===== src/rtl/dpke_pkg.sv =====
package dpke_pkg;

  localparam int LenW = 16;
  localparam int ExpW = 32;

  localparam logic [7:0] EcPrefix    = 8'h04;
  localparam logic [7:0] TagSequence = 8'h30;
  localparam logic [7:0] TagInteger  = 8'h02;
  localparam logic [7:0] ZeroByte    = 8'h00;
  localparam logic [6:0] LenCountMask = 7'h7F;
  localparam logic [6:0] MaxLenDigits = 7'd2;
  localparam int ExpBytes = 4;

  typedef enum logic [1:0] {
    KIND_STRUCT = 2'd0,
    KIND_MODULUS = 2'd1,
    KIND_POINT = 2'd2
  } item_kind_e;

  typedef enum logic [1:0] {
    FORM_RSA = 2'd0,
    FORM_EC = 2'd1,
    FORM_RAW = 2'd2
  } key_form_e;

  typedef enum logic [10:0] {
    PH_FIRST  = 11'b000_0000_0001,
    PH_POINT  = 11'b000_0000_0010,
    PH_SEQLEN = 11'b000_0000_0100,
    PH_SEQDIG = 11'b000_0000_1000,
    PH_TAG    = 11'b000_0001_0000,
    PH_ILEN   = 11'b000_0010_0000,
    PH_IDIG   = 11'b000_0100_0000,
    PH_IFIRST = 11'b000_1000_0000,
    PH_ICONT  = 11'b001_0000_0000,
    PH_TRAIL  = 11'b010_0000_0000,
    PH_BAD    = 11'b100_0000_0000
  } phase_e;

endpackage


===== src/rtl/der_public_key_extractor_core.sv =====
// Channel  Direction  Handshake               Payload
// in       input      in_valid_i/in_stall_o   data_byte_i, is_last_i
// out      output     out_valid_o/out_stall_i item_kind_o, byte_position_o, key_byte_o,
//                                             finished_o, parse_status_o, key_form_o,
//                                             exponent_o
// Each accepted byte gives one result item the next cycle; one byte per cycle unless stalled.
// The parser state advances in the cycle a byte is accepted; the result register holds its item.
// A stalled result blocks new input only while the result register is still occupied.
// Reset returns the parser to expecting the first byte and empties the result register.
module der_public_key_extractor_core import dpke_pkg::*; #(
  parameter int MAX_INPUT_BYTES = 511,
  parameter int MODULUS_BYTES = 256,
  parameter int POINT_BYTES = 64
) (
  input  logic              clk_i,
  input  logic              rst_ni,
  input  logic              in_valid_i,
  output logic              in_stall_o,
  input  logic [7:0]        data_byte_i,
  input  logic              is_last_i,
  output logic              out_valid_o,
  input  logic              out_stall_i,
  output logic [1:0]        item_kind_o,
  output logic [7:0]        byte_position_o,
  output logic [7:0]        key_byte_o,
  output logic              finished_o,
  output logic              parse_status_o,
  output logic [1:0]        key_form_o,
  output logic [ExpW-1:0]   exponent_o
);

  localparam int PW = $clog2(MAX_INPUT_BYTES + 1);
  localparam int SW = ((PW > LenW) ? PW : LenW) + 1;
  localparam int MW = $clog2(MODULUS_BYTES + 1);

  localparam logic [PW-1:0] MaxSeen = PW'(MAX_INPUT_BYTES);
  localparam logic [PW:0] PointLim = (PW + 1)'(POINT_BYTES);
  localparam logic [PW:0] PointNeedEc = (PW + 1)'(POINT_BYTES + 1);
  localparam logic [LenW-1:0] ModLimit = LenW'(MODULUS_BYTES);
  localparam logic [LenW-1:0] ExpLimit = LenW'(ExpBytes);
  localparam logic [MW-1:0] ModBytes = MW'(MODULUS_BYTES);

  phase_e            phase_q, phase_d;
  logic [PW-1:0]     seen_q, seen_d;
  logic [SW-1:0]     seq_end_q, seq_end_d;
  logic [LenW-1:0]   len_acc_q, len_acc_d;
  logic [1:0]        len_left_q, len_left_d;
  logic [LenW-1:0]   content_q, content_d;
  logic [1:0]        int_done_q, int_done_d;
  logic [MW-1:0]     mod_idx_q, mod_idx_d;
  logic [ExpW-1:0]   expo_q, expo_d;
  logic              bad_q, bad_d;
  key_form_e         form_q, form_d;

  logic              out_valid_q, out_valid_d;
  logic [1:0]        kind_q, kind_d;
  logic [7:0]        pos_q, pos_d;
  logic [7:0]        byte_q, byte_d;
  logic              fin_q;
  logic              status_q, status_d;
  logic [1:0]        form_out_q;
  logic [ExpW-1:0]   expo_out_q, expo_out_d;

  logic              accept;
  logic              len_first;
  logic              len_err;
  logic              len_done;
  logic [LenW-1:0]   len_new;
  logic [1:0]        len_left_new;
  logic [1:0]        int_next;
  phase_e            phase_after_int;
  logic [PW-1:0]     point_idx;
  logic              strip;
  logic [LenW-1:0]   vlen;
  logic [LenW-1:0]   limit;
  logic [MW-1:0]     mod_base;
  logic              ok;

  assign accept = in_valid_i && !in_stall_o;
  assign in_stall_o = out_valid_q && out_stall_i;

  always_comb begin
    len_first = (phase_q == PH_SEQLEN) || (phase_q == PH_ILEN);
    len_err = 1'b0;
    len_done = 1'b0;
    len_new = len_acc_q;
    len_left_new = len_left_q;
    if (len_first) begin
      if (data_byte_i[7]) begin
        len_err = ((data_byte_i[6:0] & LenCountMask) == 7'd0) ||
                  ((data_byte_i[6:0] & LenCountMask) > MaxLenDigits);
        len_new = '0;
        len_left_new = data_byte_i[1:0];
      end else begin
        len_new = LenW'(data_byte_i);
        len_done = 1'b1;
      end
    end else begin
      len_new = {len_acc_q[LenW-9:0], data_byte_i};
      len_left_new = len_left_q - 2'd1;
      len_done = (len_left_new == 2'd0);
    end
  end

  assign int_next = int_done_q + 2'd1;
  assign phase_after_int = (int_next >= 2'd2) ? PH_TRAIL : PH_TAG;
  assign point_idx = (form_q == FORM_EC) ? seen_q - PW'(1) : seen_q;
  assign strip = (data_byte_i == ZeroByte);
  assign vlen = content_q - LenW'(strip);
  assign limit = (int_done_q == 2'd0) ? ModLimit : ExpLimit;
  assign mod_base = (phase_q == PH_IFIRST) ? ModBytes - MW'(vlen) : mod_idx_q;

  always_comb begin
    phase_d = phase_q;
    seen_d = seen_q;
    seq_end_d = seq_end_q;
    len_acc_d = len_acc_q;
    len_left_d = len_left_q;
    content_d = content_q;
    int_done_d = int_done_q;
    mod_idx_d = mod_idx_q;
    expo_d = expo_q;
    bad_d = bad_q;
    form_d = form_q;
    kind_d = KIND_STRUCT;
    pos_d = '0;
    byte_d = '0;
    status_d = 1'b0;
    expo_out_d = '0;
    ok = 1'b0;

    if (seen_q >= MaxSeen) begin
      bad_d = 1'b1;
      phase_d = PH_BAD;
    end else begin
      seen_d = seen_q + PW'(1);
    end

    if (!bad_d) begin
      if ((phase_q inside {PH_TAG, PH_ILEN, PH_IDIG, PH_IFIRST, PH_ICONT, PH_TRAIL}) &&
          (SW'(seen_q) >= seq_end_q)) begin
        bad_d = 1'b1;
        phase_d = PH_BAD;
      end else begin
        case (phase_q)
          PH_FIRST: begin
            if (data_byte_i == EcPrefix) begin
              form_d = FORM_EC;
              phase_d = PH_POINT;
            end else if (data_byte_i != TagSequence) begin
              form_d = FORM_RAW;
              kind_d = KIND_POINT;
              byte_d = data_byte_i;
              phase_d = PH_POINT;
            end else begin
              form_d = FORM_RSA;
              phase_d = PH_SEQLEN;
            end
          end
          PH_POINT: begin
            if ({1'b0, point_idx} < PointLim) begin
              kind_d = KIND_POINT;
              pos_d = 8'(point_idx);
              byte_d = data_byte_i;
            end
          end
          PH_SEQLEN, PH_SEQDIG: begin
            len_acc_d = len_new;
            len_left_d = len_left_new;
            if (len_err) begin
              bad_d = 1'b1;
              phase_d = PH_BAD;
            end else if (!len_done) begin
              phase_d = PH_SEQDIG;
            end else begin
              seq_end_d = SW'(seen_q) + SW'(1) + SW'(len_new);
              phase_d = PH_TAG;
            end
          end
          PH_TAG: begin
            if (data_byte_i != TagInteger) begin
              bad_d = 1'b1;
              phase_d = PH_BAD;
            end else begin
              phase_d = PH_ILEN;
            end
          end
          PH_ILEN, PH_IDIG: begin
            len_acc_d = len_new;
            len_left_d = len_left_new;
            if (len_err) begin
              bad_d = 1'b1;
              phase_d = PH_BAD;
            end else if (!len_done) begin
              phase_d = PH_IDIG;
            end else begin
              if (int_done_q == 2'd1) begin
                expo_d = '0;
              end
              if (len_new == '0) begin
                int_done_d = int_next;
                phase_d = phase_after_int;
              end else begin
                content_d = len_new;
                phase_d = PH_IFIRST;
              end
            end
          end
          PH_IFIRST, PH_ICONT: begin
            if ((phase_q == PH_IFIRST) && (vlen > limit)) begin
              bad_d = 1'b1;
              phase_d = PH_BAD;
            end else begin
              phase_d = PH_ICONT;
              content_d = content_q - LenW'(1);
              if (content_q == LenW'(1)) begin
                int_done_d = int_next;
                phase_d = phase_after_int;
              end
              if ((phase_q == PH_IFIRST) && strip) begin
                if (int_done_q == 2'd0) begin
                  mod_idx_d = mod_base;
                end
              end else if (int_done_q == 2'd0) begin
                kind_d = KIND_MODULUS;
                pos_d = 8'(mod_base);
                byte_d = data_byte_i;
                mod_idx_d = mod_base + MW'(1);
              end else begin
                expo_d = {expo_q[ExpW-9:0], data_byte_i};
              end
            end
          end
          default: begin
          end
        endcase
      end
    end

    if (is_last_i) begin
      if (!bad_d) begin
        if (phase_d == PH_POINT) begin
          ok = ({1'b0, seen_d} >= ((form_d == FORM_EC) ? PointNeedEc : PointLim));
        end else if ((phase_d == PH_TAG) || (phase_d == PH_TRAIL)) begin
          ok = (SW'(seen_d) == seq_end_d) && (int_done_d >= 2'd1);
        end
      end
      status_d = !ok;
      expo_out_d = ok ? expo_d : '0;
    end
  end

  assign out_valid_d = accept ? 1'b1 : (out_valid_q && out_stall_i);

  always_ff @(posedge clk_i or negedge rst_ni) begin
    if (!rst_ni) begin
      phase_q <= PH_FIRST;
      seen_q <= '0;
      seq_end_q <= '0;
      len_acc_q <= '0;
      len_left_q <= '0;
      content_q <= '0;
      int_done_q <= '0;
      mod_idx_q <= '0;
      expo_q <= '0;
      bad_q <= 1'b0;
      form_q <= FORM_RSA;
      out_valid_q <= 1'b0;
    end else begin
      out_valid_q <= out_valid_d;
      if (accept) begin
        if (is_last_i) begin
          phase_q <= PH_FIRST;
          seen_q <= '0;
          seq_end_q <= '0;
          len_acc_q <= '0;
          len_left_q <= '0;
          content_q <= '0;
          int_done_q <= '0;
          mod_idx_q <= '0;
          expo_q <= '0;
          bad_q <= 1'b0;
          form_q <= FORM_RSA;
        end else begin
          phase_q <= phase_d;
          seen_q <= seen_d;
          seq_end_q <= seq_end_d;
          len_acc_q <= len_acc_d;
          len_left_q <= len_left_d;
          content_q <= content_d;
          int_done_q <= int_done_d;
          mod_idx_q <= mod_idx_d;
          expo_q <= expo_d;
          bad_q <= bad_d;
          form_q <= form_d;
        end
      end
    end
  end

  always_ff @(posedge clk_i) begin
    if (accept) begin
      kind_q <= kind_d;
      pos_q <= pos_d;
      byte_q <= byte_d;
      fin_q <= is_last_i;
      status_q <= status_d;
      form_out_q <= form_d;
      expo_out_q <= expo_out_d;
    end
  end

  assign out_valid_o = out_valid_q;
  assign item_kind_o = kind_q;
  assign byte_position_o = pos_q;
  assign key_byte_o = byte_q;
  assign finished_o = fin_q;
  assign parse_status_o = status_q;
  assign key_form_o = form_out_q;
  assign exponent_o = expo_out_q;

endmodule


===== config.mk =====
export PLATFORM = sky130hd
export DESIGN_NAME = der_public_key_extractor_core
export DESIGN_NICKNAME = d
export VERILOG_FILES = /design/src/rtl/dpke_pkg.sv /design/src/rtl/der_public_key_extractor_core.sv
export SDC_FILE = /design/constraint.sdc
export NUM_CORES = 1
export LEC_CHECK = 0
export BUFFER_PORTS_ARGS = -buffer_cell sky130_fd_sc_hd__buf_2
export CORE_MARGIN = 1
export CORE_UTILIZATION = 47
export DETAILED_ROUTE_END_ITERATION = 8
export SYNTH_ARGS = -nofsm -noshare
export SYNTH_HDL_FRONTEND = slang
export SYNTH_SLANG_ARGS = --single-unit

===== constraint.sdc =====
create_clock -name clk_i -period 6.1 [get_ports clk_i]
set_clock_uncertainty 0.15 [all_clocks]
set_input_delay 0.305 -clock clk_i [delete_from_list [all_inputs] [get_ports clk_i]]
set_output_delay 0.305 -clock clk_i [all_outputs]
set_load 0.02 [all_outputs]

# Word-level counts from Yosys, hierarchy flattened
# Cells that the tools add are included.
# op_classes
n_addsub,10
magnitude_cmp,8
eq_ne,29
mux,116
n_reduce_logical,31
# ops
operator,count
32-bit 2-to-1 mux,9
16-bit 2-to-1 mux,8
9-bit 2-to-1 mux,13
8-bit 2-to-1 mux,14
17-bit 2-to-1 mux,6
11-bit 2-to-1 mux,8
32-bit one-hot mux with 2 select lines,1
11-bit one-hot mux with 5 select lines,1
2-bit 2-to-1 mux,22
10-bit 2-to-1 mux,4
16-bit one-hot mux with 2 select lines,1
8-bit one-hot mux with 3 select lines,1
"11-bit by 10-bit equality test with 1-bit output, second input constant",2
"11-bit by 2-bit equality test with 1-bit output, second input constant",2
"11-bit by 5-bit equality test with 1-bit output, second input constant",2
1-bit 2-to-1 mux,20
"9-bit by 1-bit adder with 9-bit output, second input constant",2
10-bit by 16-bit adder with 17-bit output,1
9-bit by 17-bit equality test with 1-bit output,1
9-bit by 17-bit greater-or-equal comparator with 1-bit output,1
"16-bit by 1-bit equality test with 1-bit output, second input constant",1
16-bit by 9-bit > comparator with 1-bit output,1
16-bit zero test,1
8-bit one-hot mux with 2 select lines,1
other kinds (48),71
# totals
regBits,164
inputBits,13
word_cells,213

# Depth between registers and ports, before layout
# logic_depth
word_depth,17
ltp_mapped,24

# Worst setup path after synthesis
# No wires, ideal clock.
# synth_path
path_kind,in2reg
from,in data_byte_i[3]
to,"reg expo_out_q[2], in the netlist exponent_o[2] (data pin)"
setup_time_ns,0.260
arrival_ns,4.902
path_slack_ns,0.789
path_stages,22
path_cell_list,or4_1 -> or3_1 -> clkbuf_1 -> inv_1 -> ha_1 -> nor2b_1 -> clkbuf_1 -> nand2_1 -> nor3_1 -> xor2_1 -> ha_1 -> nand3_1 -> a211o_1 -> a221oi_1 -> o211a_1 -> a31o_2 -> a22oi_1 -> a2111o_1 -> xnor2_2 -> a22oi_4 -> buf_6 -> nor3b_2
# synth_via
elab_chain_len,16
word_cells_on_any_way,72
classes_between,add/sub: 2; order compare: 4; eq/ne: 8; mux: 49; reduce/logical: 9
# synth_rtl
item,line,rtl
from (decl),der_public_key_extractor_core.sv:19,"input logic [7:0] data_byte_i,"
branches (longest 16 deep; another with 16-bit by 1-bit subtractor with 16-bit output),-,
to (signal assigned),der_public_key_extractor_core.sv:309,expo_out_q <= expo_out_d;
to (decl),der_public_key_extractor_core.sv:62,"logic [ExpW-1:0] expo_out_q, expo_out_d;"
# Parallel ways; which one is timed is not known. The select of a mux whose other input is x is not followed.
# A chain may end at the register's enable or synchronous reset.

# Final worst setup path
# layout_path
from,reg phase_q[6]
to,"reg status_q, in the netlist parse_status_o (data pin)"
# layout_via
elab_chain_len,17
word_cells_on_any_way,67
classes_between,add/sub: 1; order compare: 2; eq/ne: 14; mux: 38; reduce/logical: 12
# layout_rtl
item,line,rtl
from (decl),der_public_key_extractor_core.sv:43,"phase_e phase_q, phase_d;"
from (signal assigned),der_public_key_extractor_core.sv:285,phase_q <= phase_d;
branches (longest 14 deep; another with 10-bit by 16-bit adder with 17-bit output),-,
1-bit 2-to-1 mux (*),der_public_key_extractor_core.sv:241,if (!bad_d) begin
1-bit 2-to-1 mux (*),der_public_key_extractor_core.sv:240,if (is_last_i) begin
1-bit zero test (*),der_public_key_extractor_core.sv:248,status_d = !ok;
to (signal assigned),der_public_key_extractor_core.sv:307,status_q <= status_d;
to (decl),der_public_key_extractor_core.sv:60,"logic status_q, status_d;"
# Every way passes the cells marked *. The select of a mux whose other input is x is not followed.

==> results.md <==
Worst setup path:
- The worst-path maximum fanout is 33.
- The origin of the critical flop-to-flop path is phase_q[6].
- The setup slack on the worst flop-to-flop path is about 0.68 ns.
- The capturing point of the worst reg2reg path is parse_status_o.
- The worst endpoint data arrival time is 5.47 ns.
- The depth of the most critical reg-to-reg path is 17.
- For this design, the slowest cell found on the critical path is or4_4.
- Traced cell by cell, the critical path runs through or4_4, nor4_4, nand2_1, nand2_1, inv_1, ha_1, a21o_1, a21oi_1, o21ai_0, a41oi_1, xor2_1, a2111oi_0, o22a_1, o2111a_1, a22oi_4, buf_12, o21a_1.
- In this design, the stage delay of the slowest critical-path cell is 0.67 ns.
- The required time of the worst setup path is 6.15 ns.
- The worst setup path is captured at a register.
- The category of the most critical setup path is reg2reg.
- The type of origin of the critical path is a register.
- The most numerous cell type found on the critical path is nand2_1.

Clock network:
- The number of buffers inserted by post-CTS setup repair is 0.
- The number of clock buffers inserted by TritonCTS is 17.
- The maximum buffer depth of the clock tree is 2.
- Clock-pin slew was measured on the worst setup and hold paths at approximately 0.080 ns.
- At the later pin of the worst-skew pair, clock insertion delay measures 0.44 ns.
- The number of levels in the clock H-tree is 4.
- The buffer cell driving the clock tree root is clkbuf_16.
- TritonCTS built the clock tree.
- The CTS sink count is 163.

Timing:
- The setup violation total in the final timing report is 0.
- The final worst setup slack is 0.683 ns.
- Summed over all failing endpoints, the final setup total negative slack is 0 ns.
- Timing would allow up to around 180 MHz.
- Hold is met by 0.0112 ns.
- Setup repair after global routing left no endpoint under its margin.
- The tightest slew margin relative to the limit is 25.4%.
- The final worst-path cycle share is between 80 and 90%.
- The pin slew with the least headroom to its limit is 1.11 ns.
- The worst path needs 5.42 ns of the cycle, external delays included.
- The number of hold violations in the final report is 0.
- The max-slew violation total from the final report is 0.

Route:
- The post-detailed-route count of antenna-violating nets is 0.
- After detailed routing, the number of remaining DRC violations is 0.
- The routed design has 32500 um of wire.
- The number of iterations in the first detailed-routing pass is 5.
- The routed via count is 9305.
- The number of vias per cell is 6.19.
- The detailed router finished its first iteration with 967 violations.
- In the final routed layout, each cell accounts on average for between 20 and 25 um.

Layout:
- The fill cell instance count of the final layout is between 2000 and 2500.
- In the final design database the tool counted ~1300 nets.
- The total inserted antenna cells is 0.
- Relative to the synthesized area, the layout overhead comes to 11.5%.
- For this run, the share of the core covered by cells in the final layout is 54.2%.
- Once layout is complete, the cells apart from fillers number about 1500.
- The share of layout cells above drive strength 1 is ~15%.
- The post-route cell area is 12000 um2.

Hold path:
- The worst hold path passes through 2 cells.
- The worst min-delay path startpoint is data_byte_i[3].
- The path class of the tightest hold or removal check is in2reg.
- The worst-case hold path end point is expo_q[3].

Run status:
- The run finished with clean final reports.

Synth:
- Yosys mapped a number of flops with a built-in enable equal to 54.
- The share of the Yosys chip area taken by registers is roughly two fifths.
- The net count of the mapped netlist is 1219.
- In the post-synthesis netlist, the biggest area contributors are dfrtp_1, edfxtp_1, o21ai_0.
- After synthesis the cells add up to between 10000 and 15000 um2.
- Measured against the total synthesized area, the mux share comes to between 1 and 1.5%.
- During synthesis, Yosys emitted a total of 0 warnings.
- The fraction of the mapped netlist area in simple logic gates is 21.6%.
- dfrtp_1 takes more of the synthesized area than any other cell.
- Of all flip-flops after synthesis, the portion carrying an async set or reset was 66.9%.
- Dividing the synthesized area by the synthesized cell count gives 9.17 um2.
- Of the post-synthesis cell area, the dominant cell type holds 25.2%.
- The synthesized instance count is approximately 1200.
- The most frequent cell after synthesis is nand2_1.
- Yosys mapped the design onto 84 distinct sky130hd cell types.
- The commonest register cell after synthesis is dfrtp_1.
- The main combinational cell family by area after synthesis is compound AO/OA/AOI/OAI gates.
- The synthesized design contains 163 register bits.
- The post-synthesis share of cell area spent on xor and xnor gates is approximately 4.4%.
- By count the netlist is led by nand2_1, dfrtp_1, o21ai_0, nor2_1, clkbuf_1.
- After Yosys synthesis, full adders, half adders and majority gates account for between 4 and 5% of the synthesized area.
- The post-synthesis compound-gate area fraction is 22.7%.

Global routing:
- The pin count of the biggest net entering global routing is 57.
- The first global-routing pass estimated 51700 um of wire.
- Global routing consumed, over all layers together, 28.5% of the routing resources.
- The number of antenna violations at the first check in global routing is 0.
- The via count of the first global-routing pass is 8994.
- Global routing finished with a remaining overflow of 0.

Floorplanning:
- After floorplanning, the core was sized to cover 22100 um2.
- The I/O pin total is 69.
- The die is 153 um wide.
- Measured along the y axis, the die boundary spans about 150 um.
- The die covers ~23000 um2.
- The initialized floorplan defines 54 standard-cell rows.
- The initial cell density of the core is 48.6%.

Placement:
- The placed instance count is about 1500.
- Detailed placement ended at an HPWL of 23200 um.
- Timing analysis after detailed placement gives a worst setup slack of 0.315 ns.
- In this run the cell area measured after placement is roughly 11000 um2.
- Routability-driven placement finished with a final weighted congestion of 0.932.
- The number of buffer cells added on primary ports is 68.

Power:
- The worst-case IR drop observed on VDD is 0.150 mV.
- The total design power is ~3.4 mW.
- The power density over the cells is 285 nW/um2.
- The leakage power is ~5.0 nW.

Run:
- The number of maximum-capacitance constraint violations is 0.
-- worst max-delay path by stage --
stage / start / cells past startpoint / end
5_1_grt: data_byte_i[4] / 21 / exponent_o[0]
4_1_cts: phase_q[6] / 17 / parse_status_o
6_report: phase_q[6] / 17 / parse_status_o
3_3_place_gp: data_byte_i[3] / 21 / exponent_o[1]
3_5_place_dp: data_byte_i[3] / 21 / exponent_o[1]
2_1_floorplan: data_byte_i[3] / 22 / exponent_o[2]
-- registers in the layout, summed over array words and instances (netlist names), 9 cells and up --
signal	count
expo_q	32
seen_q	9
exponent_o	32
phase_q	11
content_q	16
seq_end_q	17
-- metal layers --
metal  global-route usage [%]  share of wire, %  up-vias
li1                         -                 -     4395
met1                     39.5                45     4528
met2                     45.2                46      326
met3                     4.39               5.6       56
met4                     9.72               2.7        0
met5                        0                 0        -
-- layout make-up --
cell class | instances | area [um2] | share of cell area (%)
clock inverter | 15 | 186 | 1.56
sequential | 163 | 4350 | 36.3
multi-input combinational | 876 | 5850 | 48.9
inverter | 48 | 180 | 1.50
timing repair buffer | 104 | 633 | 5.29
tap | 280 | 350 | 2.92
clock buffer | 17 | 425 | 3.55
-- where the power goes --
group | leakage, nW | switching [mW] | internal (mW)
logic | 2.65 | 0.580 | 0.373
registers | 2.01 | 0.123 | 1.23
clock network | 0.290 | 0.554 | 0.559
total | 4.95 | 1.26 | 2.16
-- worst max-delay path, delay by kind of cell, from the launching register on --
family | cells | cell delay (ns)
buffers and inverters | 2 | 0.30
DFF | 1 | 0.53
xor gates and xnor gates | 1 | 0.17
adders and majority gates | 1 | 0.36
AOI/OAI and AO/OA | 9 | 2.21
and+or+nand+nor | 4 | 1.42
-- placed cells by master, fill, tap and decap left out, drive strengths merged, types with 15 or more instances in the layout --
cell type    n
and2        21
nor3b       36
buf        101
nand2      114
nand2b      16
xor2        23
ha          33
mux2i       15
a22oi       44
nor3        31
inv         55
a21oi       63
o22ai       19
dfrtp      108
nor2        88
nand3       19
xnor2       30
nor4        16
o21ai       95
o31ai       27
a22o        39
edfxtp      54
clkbuf      17
-- cell families after synthesis --
| group | count (synthesis) |
|---|---|
| AO/OA/AOI/OAI | 362 |
| XOR/XNOR | 53 |
| adder cells (fa/ha/maj) | 35 |
| buffers and inverters | 133 |
| flip-flops | 163 |
| multiplexers | 15 |
| AND/OR/NAND/NOR | 411 |
-- repair_timing --
| action | 4_1_cts | 5_1_grt |
|---|---|---|
| hold endpoints to repair | 53 | 0 |
| resized for setup | 0 | 0 |
| hold buffers | 3 | 0 |
(Power assumes the default switching activity.)
